==> src/sv/ldhp_pkg.sv <==
// ldhp_pkg: shared types and constants of the light delta huffman packer
// used by the interfaces, the code table memory, the bit buffer and the top level
package ldhp_pkg;

  localparam int WORD_W      = 32;
  localparam int ADDR_W      = 14;
  localparam int DIFF_W      = 12;
  localparam int CODE_W      = 16;
  localparam int LEN_W       = 5;
  localparam int IDX_W       = 7;
  localparam int HEADER_BITS = 26;
  localparam int SEG_CNT_W   = 5;
  localparam int NEED_W      = 6;

  localparam int TABLE_DEPTH = 67;
  localparam logic [IDX_W-1:0] ESC_SHORT  = 7'd64;
  localparam logic [IDX_W-1:0] ESC_LONG   = 7'd65;
  localparam logic [IDX_W-1:0] STOP_ENTRY = 7'd66;
  localparam logic [IDX_W-1:0] TABLE_LAST = 7'd66;

  localparam logic [LEN_W-1:0] MAX_CODE_LEN = 5'd16;
  localparam logic [3:0] RAW_SHORT_BITS = 4'd9;
  localparam logic [3:0] RAW_LONG_BITS  = 4'd11;

  localparam logic [WORD_W-1:0] SENTINEL = 32'h8000_0000;

  localparam logic [1:0] MODE_ENCODE = 2'd0;
  localparam logic [1:0] MODE_STOP   = 2'd1;
  localparam logic [1:0] MODE_TABLE  = 2'd2;

  typedef struct packed {
    logic [LEN_W-1:0]  len;
    logic [CODE_W-1:0] code;
  } tbl_entry_t;

  typedef struct packed {
    logic shift_bit;
    logic bit_in;
    logic shift_word;
  } buf_ctrl_t;

endpackage

==> src/sv/ldhp_ifs.sv <==
// ldhp channel interfaces: item input, packed word output and configuration write
// depends on ldhp_pkg for field widths
interface ldhp_in_if;
  logic                                  valid;
  logic                                  ready;
  logic [1:0]                            mode;
  logic signed [ldhp_pkg::DIFF_W-1:0]    diff;
  logic [6:0]                            start_index;
  logic [16:0]                           sample_stamp;
  logic [1:0]                            day_phase;
  logic [ldhp_pkg::IDX_W-1:0]            table_index;
  logic [ldhp_pkg::CODE_W-1:0]           table_code;
  logic [ldhp_pkg::LEN_W-1:0]            table_length;

  modport source (
    output valid, mode, diff, start_index, sample_stamp, day_phase,
           table_index, table_code, table_length,
    input  ready
  );
  modport sink (
    input  valid, mode, diff, start_index, sample_stamp, day_phase,
           table_index, table_code, table_length,
    output ready
  );
endinterface

interface ldhp_out_if;
  logic                          valid;
  logic                          ready;
  logic [ldhp_pkg::WORD_W-1:0]   word;
  logic [ldhp_pkg::ADDR_W-1:0]   word_address;
  logic                          last_word;

  modport source (output valid, word, word_address, last_word, input ready);
  modport sink (input valid, word, word_address, last_word, output ready);
endinterface

interface ldhp_cfg_if;
  logic                          valid;
  logic                          ready;
  logic [ldhp_pkg::ADDR_W-1:0]   start_word_address;

  modport source (output valid, start_word_address, input ready);
  modport sink (input valid, start_word_address, output ready);
endinterface

==> src/sv/ldhp_code_mem.sv <==
// ldhp_code_mem: code and length table, one write port and one registered read port
// depends on ldhp_pkg for the entry type and table depth
module ldhp_code_mem (
  input  logic                          clk,
  input  logic                          we,
  input  logic [ldhp_pkg::IDX_W-1:0]    waddr,
  input  ldhp_pkg::tbl_entry_t          wdata,
  input  logic [ldhp_pkg::IDX_W-1:0]    raddr,
  output ldhp_pkg::tbl_entry_t          rdata
);

  ldhp_pkg::tbl_entry_t mem [ldhp_pkg::TABLE_DEPTH];
  ldhp_pkg::tbl_entry_t rdata_r;

  always_ff @(posedge clk) begin
    if (we) begin
      mem[waddr] <= wdata;
    end
    rdata_r <= mem[raddr];
  end

  assign rdata = rdata_r;

endmodule

==> src/sv/ldhp_bit_buffer.sv <==
// ldhp_bit_buffer: pack buffer as one long shift register, one bit in per cycle
// or one 32-bit word out of the top per cycle; depends on ldhp_pkg
module ldhp_bit_buffer #(
  parameter int PACK_BITS = 256
) (
  input  logic                          clk,
  input  ldhp_pkg::buf_ctrl_t           ctrl,
  output logic [ldhp_pkg::WORD_W-1:0]   top_word
);

  logic [PACK_BITS-1:0] buf_r;

  always_ff @(posedge clk) begin
    if (ctrl.shift_word) begin
      buf_r <= {buf_r[PACK_BITS-ldhp_pkg::WORD_W-1:0], {ldhp_pkg::WORD_W{1'b0}}};
    end else if (ctrl.shift_bit) begin
      buf_r <= {buf_r[PACK_BITS-2:0], ctrl.bit_in};
    end
  end

  assign top_word = buf_r[PACK_BITS-1 -: ldhp_pkg::WORD_W];

endmodule

==> src/sv/light_delta_huffman_packer_unit.sv <==
// light_delta_huffman_packer_unit: top level of the huffman delta bit packer
// uses ldhp_pkg, the ldhp interfaces, ldhp_code_mem and ldhp_bit_buffer
//
// channels: in_if takes one item per handshake (encode a difference, store the
// stop marker or write a code table entry); out_if gives the words of a flushed
// buffer with their addresses, last_word on the final one; cfg_if writes the
// start word address, which also reloads the running write address.
// in_if.ready is high only while the sequencer is idle; one item at a time.
// a table write or an ignored mode is done at the handshake. an encode reads its
// table entry, then shifts in a new unit header when it opens one, then the code and
// the raw bits, as every header, code and raw bit goes into the buffer one per cycle.
// a flush shifts in one zero per free buffer bit (zero padding, bit serial), then
// gives its PACK_WORDS words, one word per cycle while out_if does not stall.
// the last word waits in an output register, so the next item is taken while
// it is still pending; a stalled receiver holds the flush at the current word.
// after reset the buffer is empty, no header is open and the write address is 0;
// the code table holds nothing until written.
module light_delta_huffman_packer_unit #(
  parameter int PACK_WORDS = 8
) (
  input  logic     clk,
  input  logic     rst_n,
  ldhp_in_if.sink  in_if,
  ldhp_out_if.source out_if,
  ldhp_cfg_if.sink cfg_if
);

  localparam int PACK_BITS = PACK_WORDS * ldhp_pkg::WORD_W;
  localparam int FREE_W    = $clog2(PACK_BITS + 1);
  localparam int KW        = $clog2(PACK_WORDS);

  typedef enum logic [2:0] {
    S_IDLE, S_READ, S_DECIDE, S_PAD, S_OUT, S_HDR, S_CODE, S_RAW
  } state_t;

  state_t                          state_r;
  logic [FREE_W-1:0]               free_r;
  logic                            hdr_r;
  logic [ldhp_pkg::ADDR_W-1:0]     waddr_r;
  logic [KW-1:0]                   k_r;
  logic [ldhp_pkg::HEADER_BITS-1:0] seg_r;
  logic [ldhp_pkg::SEG_CNT_W-1:0]  cnt_r;

  logic [1:0]                      mode_r;
  logic [ldhp_pkg::DIFF_W-1:0]     diff_r;
  logic [ldhp_pkg::HEADER_BITS-1:0] header_r;

  logic                            out_valid_r;
  logic [ldhp_pkg::WORD_W-1:0]     out_word_r;
  logic [ldhp_pkg::ADDR_W-1:0]     out_addr_r;
  logic                            out_last_r;

  ldhp_pkg::buf_ctrl_t             buf_ctrl;
  logic [ldhp_pkg::WORD_W-1:0]     top_word;
  ldhp_pkg::tbl_entry_t            rd_entry;
  ldhp_pkg::tbl_entry_t            wr_entry;
  logic                            tbl_we;
  logic [ldhp_pkg::IDX_W-1:0]      rd_idx;

  logic                            in_take;
  logic                            is_enc;
  logic                            diff_small;
  logic                            diff_short;
  logic [3:0]                      extra;
  logic [ldhp_pkg::NEED_W-1:0]     need;
  logic                            out_load;
  logic                            seg_busy;

  assign in_if.ready  = (state_r == S_IDLE);
  assign cfg_if.ready = 1'b1;
  assign in_take      = in_if.valid && in_if.ready;

  assign out_if.valid        = out_valid_r;
  assign out_if.word         = out_word_r;
  assign out_if.word_address = out_addr_r;
  assign out_if.last_word    = out_last_r;

  // table write straight from the accepted word
  assign tbl_we = in_take && (in_if.mode == ldhp_pkg::MODE_TABLE) &&
                  (in_if.table_index <= ldhp_pkg::TABLE_LAST);
  assign wr_entry.code = in_if.table_code;
  assign wr_entry.len  = (in_if.table_length > ldhp_pkg::MAX_CODE_LEN) ?
                         ldhp_pkg::MAX_CODE_LEN : in_if.table_length;

  // range classes: top bits all equal means the value fits the narrower range
  assign is_enc     = (mode_r == ldhp_pkg::MODE_ENCODE);
  assign diff_small = (diff_r[11:5] == 7'h00) || (diff_r[11:5] == 7'h7f);
  assign diff_short = (diff_r[11:8] == 4'h0) || (diff_r[11:8] == 4'hf);

  always_comb begin
    if (!is_enc) begin
      rd_idx = ldhp_pkg::STOP_ENTRY;
      extra  = 4'd0;
    end else if (diff_small) begin
      rd_idx = {1'b0, ~diff_r[5], diff_r[4:0]};
      extra  = 4'd0;
    end else if (diff_short) begin
      rd_idx = ldhp_pkg::ESC_SHORT;
      extra  = ldhp_pkg::RAW_SHORT_BITS;
    end else begin
      rd_idx = ldhp_pkg::ESC_LONG;
      extra  = ldhp_pkg::RAW_LONG_BITS;
    end
  end

  assign need = ldhp_pkg::NEED_W'(rd_entry.len) + ldhp_pkg::NEED_W'(extra) +
                (hdr_r ? '0 : ldhp_pkg::NEED_W'(ldhp_pkg::HEADER_BITS));

  assign out_load = (state_r == S_OUT) && (!out_valid_r || out_if.ready);
  assign seg_busy = (cnt_r != '0);

  always_comb begin
    buf_ctrl = '0;
    case (state_r)
      S_PAD: begin
        buf_ctrl.shift_bit = (free_r != '0);
      end
      S_HDR, S_CODE, S_RAW: begin
        buf_ctrl.shift_bit = seg_busy;
        buf_ctrl.bit_in    = seg_r[cnt_r - 1'b1];
      end
      S_OUT: begin
        buf_ctrl.shift_word = out_load;
      end
      default: begin
        buf_ctrl = '0;
      end
    endcase
  end

  ldhp_code_mem u_code_mem (
    .clk   (clk),
    .we    (tbl_we),
    .waddr (in_if.table_index),
    .wdata (wr_entry),
    .raddr (rd_idx),
    .rdata (rd_entry)
  );

  ldhp_bit_buffer #(
    .PACK_BITS (PACK_BITS)
  ) u_bit_buffer (
    .clk      (clk),
    .ctrl     (buf_ctrl),
    .top_word (top_word)
  );

  always_ff @(posedge clk) begin
    if (!rst_n) begin
      state_r     <= S_IDLE;
      free_r      <= FREE_W'(PACK_BITS);
      hdr_r       <= 1'b0;
      waddr_r     <= '0;
      k_r         <= '0;
      cnt_r       <= '0;
      out_valid_r <= 1'b0;
    end else begin
      if (cfg_if.valid) begin
        waddr_r <= cfg_if.start_word_address;
      end
      if (out_valid_r && out_if.ready && !out_load) begin
        out_valid_r <= 1'b0;
      end

      case (state_r)
        S_IDLE: begin
          if (in_take) begin
            mode_r   <= in_if.mode;
            diff_r   <= in_if.diff;
            header_r <= {in_if.sample_stamp, in_if.day_phase, in_if.start_index};
            if ((in_if.mode == ldhp_pkg::MODE_ENCODE) ||
                (in_if.mode == ldhp_pkg::MODE_STOP)) begin
              state_r <= S_READ;
            end
          end
        end

        S_READ: begin
          state_r <= S_DECIDE;
        end

        S_DECIDE: begin
          if (is_enc) begin
            if (free_r < FREE_W'(need)) begin
              hdr_r <= 1'b0;
            end
            if ((free_r < FREE_W'(need)) && (free_r != FREE_W'(PACK_BITS))) begin
              state_r <= S_PAD;
            end else if ((free_r < FREE_W'(need)) || !hdr_r) begin
              seg_r   <= header_r;
              cnt_r   <= ldhp_pkg::SEG_CNT_W'(ldhp_pkg::HEADER_BITS);
              hdr_r   <= 1'b1;
              state_r <= S_HDR;
            end else begin
              seg_r   <= ldhp_pkg::HEADER_BITS'(rd_entry.code);
              cnt_r   <= rd_entry.len;
              state_r <= S_CODE;
            end
          end else begin
            // stop marker that does not fit closes the buffer and is dropped
            if (free_r < FREE_W'(rd_entry.len)) begin
              hdr_r   <= 1'b0;
              state_r <= (free_r != FREE_W'(PACK_BITS)) ? S_PAD : S_IDLE;
            end else begin
              seg_r   <= ldhp_pkg::HEADER_BITS'(rd_entry.code);
              cnt_r   <= rd_entry.len;
              state_r <= S_CODE;
            end
          end
        end

        S_PAD: begin
          if (free_r != '0) begin
            free_r <= free_r - 1'b1;
          end else begin
            k_r     <= '0;
            state_r <= S_OUT;
          end
        end

        S_OUT: begin
          if (out_load) begin
            out_valid_r <= 1'b1;
            out_word_r  <= (k_r == '0) ? (top_word | ldhp_pkg::SENTINEL) : top_word;
            out_addr_r  <= waddr_r + ldhp_pkg::ADDR_W'(k_r);
            out_last_r  <= (k_r == KW'(PACK_WORDS - 1));
            k_r         <= k_r + 1'b1;
            if (k_r == KW'(PACK_WORDS - 1)) begin
              waddr_r <= waddr_r + ldhp_pkg::ADDR_W'(PACK_WORDS);
              free_r  <= FREE_W'(PACK_BITS);
              if (is_enc) begin
                seg_r   <= header_r;
                cnt_r   <= ldhp_pkg::SEG_CNT_W'(ldhp_pkg::HEADER_BITS);
                hdr_r   <= 1'b1;
                state_r <= S_HDR;
              end else begin
                state_r <= S_IDLE;
              end
            end
          end
        end

        S_HDR: begin
          if (seg_busy) begin
            cnt_r  <= cnt_r - 1'b1;
            free_r <= free_r - 1'b1;
          end else begin
            seg_r   <= ldhp_pkg::HEADER_BITS'(rd_entry.code);
            cnt_r   <= rd_entry.len;
            state_r <= S_CODE;
          end
        end

        S_CODE: begin
          if (seg_busy) begin
            cnt_r  <= cnt_r - 1'b1;
            free_r <= free_r - 1'b1;
          end else if (is_enc) begin
            seg_r   <= ldhp_pkg::HEADER_BITS'(diff_r);
            cnt_r   <= ldhp_pkg::SEG_CNT_W'(extra);
            state_r <= S_RAW;
          end else begin
            state_r <= S_IDLE;
          end
        end

        S_RAW: begin
          if (seg_busy) begin
            cnt_r  <= cnt_r - 1'b1;
            free_r <= free_r - 1'b1;
          end else begin
            state_r <= S_IDLE;
          end
        end

        default: begin
          state_r <= S_IDLE;
        end
      endcase
    end
  end

endmodule
==> src/flat_wrapper.sv <==
// flat-port wrapper written by rule: the top's interface ports become plain ports
module light_delta_huffman_packer_unit_flat 
#(
  parameter int PACK_WORDS = 8
)
  (clk, rst_n, in_if_valid, in_if_mode, in_if_diff, in_if_start_index, in_if_sample_stamp, in_if_day_phase, in_if_table_index, in_if_table_code, in_if_table_length, in_if_ready, out_if_valid, out_if_word, out_if_word_address, out_if_last_word, out_if_ready, cfg_if_valid, cfg_if_start_word_address, cfg_if_ready);
  ldhp_in_if in_if_i ();
  ldhp_out_if out_if_i ();
  ldhp_cfg_if cfg_if_i ();
  input  logic clk;
  input  logic rst_n;
  input wire logic [$bits(in_if_i.valid)-1:0] in_if_valid;
  input wire logic [$bits(in_if_i.mode)-1:0] in_if_mode;
  input wire logic [$bits(in_if_i.diff)-1:0] in_if_diff;
  input wire logic [$bits(in_if_i.start_index)-1:0] in_if_start_index;
  input wire logic [$bits(in_if_i.sample_stamp)-1:0] in_if_sample_stamp;
  input wire logic [$bits(in_if_i.day_phase)-1:0] in_if_day_phase;
  input wire logic [$bits(in_if_i.table_index)-1:0] in_if_table_index;
  input wire logic [$bits(in_if_i.table_code)-1:0] in_if_table_code;
  input wire logic [$bits(in_if_i.table_length)-1:0] in_if_table_length;
  output wire logic [$bits(in_if_i.ready)-1:0] in_if_ready;
  output wire logic [$bits(out_if_i.valid)-1:0] out_if_valid;
  output wire logic [$bits(out_if_i.word)-1:0] out_if_word;
  output wire logic [$bits(out_if_i.word_address)-1:0] out_if_word_address;
  output wire logic [$bits(out_if_i.last_word)-1:0] out_if_last_word;
  input wire logic [$bits(out_if_i.ready)-1:0] out_if_ready;
  input wire logic [$bits(cfg_if_i.valid)-1:0] cfg_if_valid;
  input wire logic [$bits(cfg_if_i.start_word_address)-1:0] cfg_if_start_word_address;
  output wire logic [$bits(cfg_if_i.ready)-1:0] cfg_if_ready;
  assign in_if_i.valid = in_if_valid;
  assign in_if_i.mode = in_if_mode;
  assign in_if_i.diff = in_if_diff;
  assign in_if_i.start_index = in_if_start_index;
  assign in_if_i.sample_stamp = in_if_sample_stamp;
  assign in_if_i.day_phase = in_if_day_phase;
  assign in_if_i.table_index = in_if_table_index;
  assign in_if_i.table_code = in_if_table_code;
  assign in_if_i.table_length = in_if_table_length;
  assign in_if_ready = in_if_i.ready;
  assign out_if_valid = out_if_i.valid;
  assign out_if_word = out_if_i.word;
  assign out_if_word_address = out_if_i.word_address;
  assign out_if_last_word = out_if_i.last_word;
  assign out_if_i.ready = out_if_ready;
  assign cfg_if_i.valid = cfg_if_valid;
  assign cfg_if_i.start_word_address = cfg_if_start_word_address;
  assign cfg_if_ready = cfg_if_i.ready;
  light_delta_huffman_packer_unit #(.PACK_WORDS(PACK_WORDS)) u_core (.clk(clk), .rst_n(rst_n), .in_if(in_if_i), .out_if(out_if_i), .cfg_if(cfg_if_i));
endmodule
==> config.mk <==
export PLATFORM = sky130hd
export DESIGN_NAME = light_delta_huffman_packer_unit_flat
export DESIGN_NICKNAME = d
export VERILOG_FILES = /design/src/sv/ldhp_pkg.sv /design/src/sv/ldhp_ifs.sv /design/src/sv/ldhp_code_mem.sv /design/src/sv/ldhp_bit_buffer.sv /design/src/sv/light_delta_huffman_packer_unit.sv /design/src/flat_wrapper.sv
export SDC_FILE = /design/constraint.sdc
export NUM_CORES = 2
export LEC_CHECK = 0
export ABC_CLOCK_PERIOD_IN_PS = 15500
export BUFFER_PORTS_ARGS = -buffer_cell sky130_fd_sc_hd__buf_2
export CAP_MARGIN = 20
export CORE_ASPECT_RATIO = 1.1
export CORE_MARGIN = 4
export CORE_UTILIZATION = 65
export CTS_CLUSTER_DIAMETER = 60
export DETAILED_ROUTE_END_ITERATION = 16
export PLACE_DENSITY = 0.81
export SETUP_SLACK_MARGIN = 0.02
export SYNTH_ARGS = -nofsm -noshare
export SYNTH_HDL_FRONTEND = slang
export SYNTH_SLANG_ARGS = --single-unit
==> constraint.sdc <==
create_clock -name clk -period 15.5 [get_ports clk]
set_clock_uncertainty 0.1 [all_clocks]
set_input_delay 3.1 -clock clk [delete_from_list [all_inputs] [get_ports clk]]
set_output_delay 3.1 -clock clk [all_outputs]
set_load 0.03 [all_outputs]
# ---- After elaboration in Yosys (flattened, before gate mapping)
# Memory sizes are Yosys's and may differ from the RTL's. A register that Yosys moved wholly into a read port is not among the register bits.
# Index checks and enable logic that the tools add are counted.
dict set report word_totals {
  memories 1
  reg_bits 405
  ram_bits 1407
  input_bits 87
  wordCells 179
}
# name words width rd rd_clocked_by_memory_dff wr line
set memory_table {}
lappend memory_table {u_core.u_code_mem.mem 67 21 1 1 1 ldhp_code_mem.sv:12} ;# ldhp_pkg::tbl_entry_t mem [ldhp_pkg::TABLE_DEPTH];
dict set report classes {
  order_cmp 5
  muxes 80
  n_eq_ne 30
  bitwise_logic 1
  reduce_logical 38
  add_sub_neg 7
}
# op count
set ops {}
lappend ops {{2-to-1 mux 256 bit} 2}
lappend ops {{2-to-1 mux 26 bit} 10}
lappend ops {{case mux 26 bit (4 select lines)} 1}
lappend ops {{2-to-1 mux 5 bit} 13}
lappend ops {{2-to-1 mux 14 bit} 4}
lappend ops {{2-to-1 mux 3 bit} 15}
lappend ops {{2-to-1 mux 9 bit} 4}
lappend ops {{case mux 9 bit (3 select lines)} 1}
lappend ops {{case mux 5 bit (5 select lines)} 1}
lappend ops {{case mux 3 bit (8 select lines)} 1}
lappend ops {{2-to-1 mux 1 bit} 17}
lappend ops {{AND reduction 8 bit} 2}
lappend ops {{== test 3 bit, second input constant} 5}
lappend ops {{adder 14 x 3 -> 14 bit} 1}
lappend ops {{adder 14 x 4 -> 14 bit, second input constant} 1}
lappend ops {{2-to-1 mux 7 bit} 2}
lappend ops {{!= test 2 bit, second input constant} 7}
lappend ops {{!= test 2 x 1 -> 1 bit, second input constant} 6}
lappend ops {{AND reduction 10 bit} 1}
lappend ops {{AND reduction 5 bit} 2}
lappend ops {{nonzero test 5 bit} 2}
lappend ops {{< comparator 9 x 5 -> 1 bit} 1}
lappend ops {{< comparator 9 x 6 -> 1 bit} 1}
lappend ops {{!= test 9 bit, second input constant} 1}
lappend ops {{36 further kinds} 60}

# ---- Longest topological paths before layout
dict set report depth {
  ltp_word 13
  depth_mapped 21
  ltp_nobuf 18
}

# ---- Cells and area by module
# From an unflattened synthesis, not the netlist that was laid out.
dict set report unflattened {
  cells_unflattened 3768
  hier_area_um2 72211.8
}
# module cells_each instances seq_area_each_um2 area_per_inst_um2
set modules_own_cells {}
lappend modules_own_cells {ldhp_code_mem 2486 1 42670.9 54423.4}
lappend modules_own_cells {ldhp_bit_buffer 642 1 7367.1 10373.7}
lappend modules_own_cells {light_delta_huffman_packer_unit 640 1 4113.9 7414.6}

# ---- Worst setup path before layout
# OpenSTA, ideal clock, no wires.
dict set report synth_timing {
  kind {input -> register}
  startpoint {input out_if_ready}
  endpoint {register u_core.u_bit_buffer.buf_r[0]}
  setup_ns 0.383
  n_path_buf 0
  path_slack_ns 6.387
  stages 4
  arrival_ns 8.631
  cell_sequence {nand2b_1 -> nand3_1 -> nand2_1 -> o32ai_1}
}
dict set report synth_via {
  elab_chain_cells 3
}
# element line
set synth_rtl {}
lappend synth_rtl {{from (decl)} flat_wrapper.sv:26} ;# input wire logic [$bits(out_if_i.ready)-1:0] out_if_ready;
lappend synth_rtl {{logical OR 1 bit} light_delta_huffman_packer_unit.sv:109} ;# assign out_load = (state_r == S_OUT) && (!out_valid_r || out_if.ready);
lappend synth_rtl {{logical AND 1 bit} light_delta_huffman_packer_unit.sv:109}
lappend synth_rtl {{2-to-1 mux 1 bit} light_delta_huffman_packer_unit.sv:114} ;# case (state_r)
lappend synth_rtl {{to (signal assigned)} ldhp_bit_buffer.sv:15} ;# buf_r <= {buf_r[PACK_BITS-ldhp_pkg::WORD_W-1:0], {ldhp_pkg::WORD_W{1'b0}}};
lappend synth_rtl {{to (signal assigned)} ldhp_bit_buffer.sv:17} ;# buf_r <= {buf_r[PACK_BITS-2:0], ctrl.bit_in};
lappend synth_rtl {{to (decl)} ldhp_bit_buffer.sv:11} ;# logic [PACK_BITS-1:0] buf_r;
# Every way passes these cells.
# A chain may end at the register's enable or synchronous reset.

# ---- Worst setup path after layout
dict set report layout_timing {
  startpoint {input in_if_mode[0]}
  endpoint {memory u_core.u_code_mem.mem[30][8] (netlist bit) (enable)}
}
dict set report layout_via {
  elab_chain_cells 5
}
# element line
set layout_rtl {}
lappend layout_rtl {{from (decl)} flat_wrapper.sv:13} ;# input wire logic [$bits(in_if_i.mode)-1:0] in_if_mode;
lappend layout_rtl {{== test 2 bit} light_delta_huffman_packer_unit.sv:79} ;# assign tbl_we = in_take && (in_if.mode == ldhp_pkg::MODE_TABLE) &&
lappend layout_rtl {{logical AND 1 bit (2 in a row)} light_delta_huffman_packer_unit.sv:79}
lappend layout_rtl {{2-to-1 mux 1 bit} ldhp_code_mem.sv:16} ;# if (we) begin
lappend layout_rtl {{2-to-1 mux 1 bit (not written as such)} ldhp_code_mem.sv:17} ;# mem[waddr] <= wdata;
lappend layout_rtl {{to (decl)} ldhp_code_mem.sv:12}
# Every way passes these cells.

==> results.md <==
- Core area: 0.109 sq mm
- Synth Area in Simple Gates: 8.29%
- Leakage: 27.5 nW
- Post-synthesis cell type count: 78
- CTS Buf Count: 170
- Rows: 127
- R2R Setup Slk: 9.30 ns
- Crit path required time: 15.81 ns
- Cells after Synth: 4682
- Global route overflow: 0
- All-Layer GR Usage: 32.4%
- Number of synthesized flops with an enable pin: 1744
- Final min period: 6.37 ns
- Setup violators final: 0
- Routed Wire Length: 191 mm
- Clock latency on the worst-skew pair: 0.80 ns
- Post-Synthesis Net Count: 4796
- Wire length per cell: 29.9 um
- Hold Path End: u_core.out_if.word[20]$_DFFE_PP_
- Syn Area/Cell: 15.4 sq um
- CP endpoint kind: flop
- Final instance area: 0.0802 sq mm
- Initial core utilization: 65.7%
- DRC Markers: 0
- Clk slew on worst S/H paths: 0.06 ns
- Layout fillers: 6256
- HP Start: u_core.u_bit_buffer.buf_r[244]$_DFFE_PP_
- RSZ-0062 raised after global routing: no
- Layout net count: 4949
- Die Height: 357 um
- Largest net degree at the start of global routing: 226
- Overall power: 11.3 mW
- Vias after detailed routing: 44.1k
- Final Hold Viols: 0
- Setup_tns: 0 ns
- TritonCTS clock tree: yes
- Final period utilization: 41.1%
- Multi-input logic area: 0.0167 sq mm
- CP startpoint kind: primary input
- Crit Reg-Reg Endpoint: u_core.u_code_mem.rdata[20]$_DFF_P_
- Highest clock rate: 0.157 GHz
- Dpl hpwl: 110 mm
- Area fraction in compound gates after synthesis: 8.13%
- Hold Buf Count CTS: 0
- Slew @ Worst Pin: 1.21 ns
- # IOs: 137
- Post-synthesis mux area share: 5.56%
- Clk sinks: 1833
- Vias in the first global route: 41.4k
- CTS resizes: 0
- Layout cells sized above 1: 13.6%
- Pwr/cell area: 141 mW/mm^2
- Worst hold path type: reg -> reg
- VDD IR-drop max: 0.000122 V
- Post-Synth Adder-Cell Area: 0.511%
- Hold Path Stages: 0
- Clk buf depth: 3
- Global placement routability congestion: 0.952
- Worst Path Class, Setup: in -> reg
- Width of the die: 325 um
- Root Driver: clkbuf_16
- Yosys warns: 0
- Worst R2R Start: u_core.diff_r[8]$_DFFE_PP_
- Max_slew headroom: 17.2%
- Fin util: 73.3%
- Die area: 0.116 sq mm
- Global-route wire length before repair: 275 mm
- Initial antenna violation count: 3
- Cells on worst reg2reg path: 9
- # port buffers: 135
- #FFs+latches synth: 1833
- Post-synthesis sequential area ratio: 75.3%
- Synth Cell Area: 0.0719 sq mm
- Max Transition Viols Final: 0
- Post-DP Area: 0.0741 sq mm
- ANT nets after route: 0
- Asr flop ratio synth: 0%
- Max-cap violations: 0
- XOR/XNOR Fraction of Synth Area: 0.280%
- WP data arrival: 6.68 ns
- Reg area: 0.0542 sq mm
- Status: finished, final reports clean
- Largest family of logic cells by synthesized area: simple AND/OR/NAND/NOR gates
- WHS: 0.354 ns
- Vias per inst: 6.90
- Initial DRC count: 7443
- H-tree levels: 4
- Area grow syn2layout: 11.6%
- Top FF cell, synth: edfxtp_1
- Crit path max fanout: 21
- 1st-pass router iterations: 7
- Setup bufs post-CTS: 0
==> sequential cells by signal, indices dropped and copies added, names as in the netlist <==
| register | flops |
|---|---|
| u_core.cnt_r | 5 |
| u_core.diff_r | 12 |
| u_core.free_r | 9 |
| u_core.hdr_r | 1 |
| u_core.header_r | 26 |
| u_core.k_r | 3 |
| u_core.mode_r | 2 |
| u_core.out_if.last_word | 1 |
| u_core.out_if.valid | 1 |
| u_core.out_if.word | 32 |
| u_core.out_if.word_address | 14 |
| u_core.seg_r | 26 |
| u_core.state_r | 3 |
| u_core.u_bit_buffer.buf_r | 256 |
| u_core.u_code_mem.mem | 1407 |
| u_core.u_code_mem.rdata | 21 |
| u_core.waddr_r | 14 |
==> critical path, cell delays in order <==
cell and delay [ns]:
buf_2 0.11, nand4b_1 0.64, a21oi_1 0.41, nor2b_1 0.31, nand3_1 0.86, nor2_2 1.23
==> through the flow <==
step           worst slack (ns)  instances
4_1_cts                    9.39       6355
6_report                   9.13       6401
3_3_place_gp               8.67       6037
2_1_floorplan              6.39       4682
3_5_place_dp               8.56       6038
5_1_grt                    9.07       6399
==> per-layer routing <==
layer  global-route usage [%]  part of all wire (%)
met5                        0                 0.013
met4                     15.6                   5.5
met3                     8.82                    14
met2                     49.2                    46
met1                     44.5                    34
==> Yosys cell counts (all sizes together), types with 9 or more instances <==
master / count / area (sq um)
edfxtp: 1744 / 52400
a221oi: 25 / 219
a2111oi: 30 / 263
nand2: 827 / 3110
nor4: 27 / 184
nor2: 140 / 526
a41oi: 10 / 87.6
xnor2: 14 / 123
inv: 30 / 113
o221ai: 14 / 135
a32oi: 17 / 156
a22o: 228 / 2000
a221o: 13 / 130
and2: 26 / 163
mux2i: 221 / 2210
mux4: 77 / 1730
and3: 46 / 288
nand3b: 9 / 67.6
a211o: 12 / 105
clkbuf: 174 / 653
dfxtp: 89 / 1780
o211a: 9 / 90.1
nor2b: 15 / 93.8
nand2b: 11 / 68.8
buf: 106 / 616
nor3: 28 / 140
a21oi: 153 / 766
nand4: 32 / 200
o22ai: 75 / 469
a311oi: 10 / 87.6
o21ai: 94 / 470
a31oi: 54 / 338
a21o: 11 / 82.6
ha: 23 / 288
nand3: 188 / 941
xor2: 9 / 78.8
a211oi: 24 / 180
==> cell usage in the layout (no fill, tap or decap), drive strengths merged, types with 12 or more instances in the layout <==
| cell type | netlist | routed |
|---|---|---|
| a221o | 13 | 13 |
| nor4 | 27 | 27 |
| dfxtp | 89 | 89 |
| ha | 23 | 23 |
| a211oi | 24 | 24 |
| a2111oi | 30 | 30 |
| clkbuf | 174 | 226 |
| nand4 | 32 | 32 |
| o22ai | 75 | 75 |
| mux4 | 77 | 77 |
| o21ai | 94 | 94 |
| nand3 | 188 | 188 |
| mux2i | 221 | 221 |
| and2 | 26 | 26 |
| and3 | 46 | 46 |
| nor2 | 140 | 140 |
| a21oi | 153 | 153 |
| edfxtp | 1744 | 1744 |
| xnor2 | 14 | 14 |
| a22o | 228 | 228 |
| a211o | 12 | 12 |
| a32oi | 17 | 17 |
| clkinv | 2 | 77 |
| o221ai | 14 | 14 |
| buf | 106 | 261 |
| inv | 30 | 33 |
| nor2b | 15 | 15 |
| a31oi | 54 | 54 |
| a221oi | 25 | 25 |
| nand2 | 827 | 827 |
| nor3 | 28 | 28 |
==> power by group <==
part	internal, mW	switching [mW]
registers	5.71	0.137
logic	0.395	0.939
clock network	2.32	1.78
==> logic make-up (layout without fill, tap and decap cells) <==
family	after synthesis	after routing
AOI/OAI and AO/OA	811	811
adders and majority gates	27	27
DFF	1833	1833
and+or+nand+nor	1372	1372
xor gates and xnor gates	23	23
buffers and inverters	312	610
other	1	3
muxes	303	303
==> worst max path at each step <==
stage | endpoint | slack (ns) | cells past startpoint | from
3_3_place_gp | u_core.u_code_mem.mem[54][10]$_DFFE_PP_ | 8.67 | 6 | in_if_mode[0]
3_5_place_dp | u_core.u_code_mem.mem[54][10]$_DFFE_PP_ | 8.56 | 6 | in_if_mode[0]
6_report | u_core.u_code_mem.mem[30][8]$_DFFE_PP_ | 9.13 | 6 | in_if_mode[0]
4_1_cts | u_core.u_code_mem.mem[54][5]$_DFFE_PP_ | 9.39 | 6 | in_if_mode[0]
5_1_grt | u_core.u_code_mem.mem[38][19]$_DFFE_PP_ | 9.07 | 6 | in_if_mode[0]
2_1_floorplan | u_core.u_bit_buffer.buf_r[0]$_SDFFE_PP0P_ | 6.39 | 4 | out_if_ready
==> area by class of cell <==
type,instances,area share [%]
sequential,1833,67.5
multi-input combinational,2537,20.8
clock buffer,226,5.88
timing repair buffer,261,2.50
tap,1419,2.21
clock inverter,91,0.942
inverter,32,0.150
antenna,2,0.00624
Note: power is estimated with default switching activity, not from simulation.
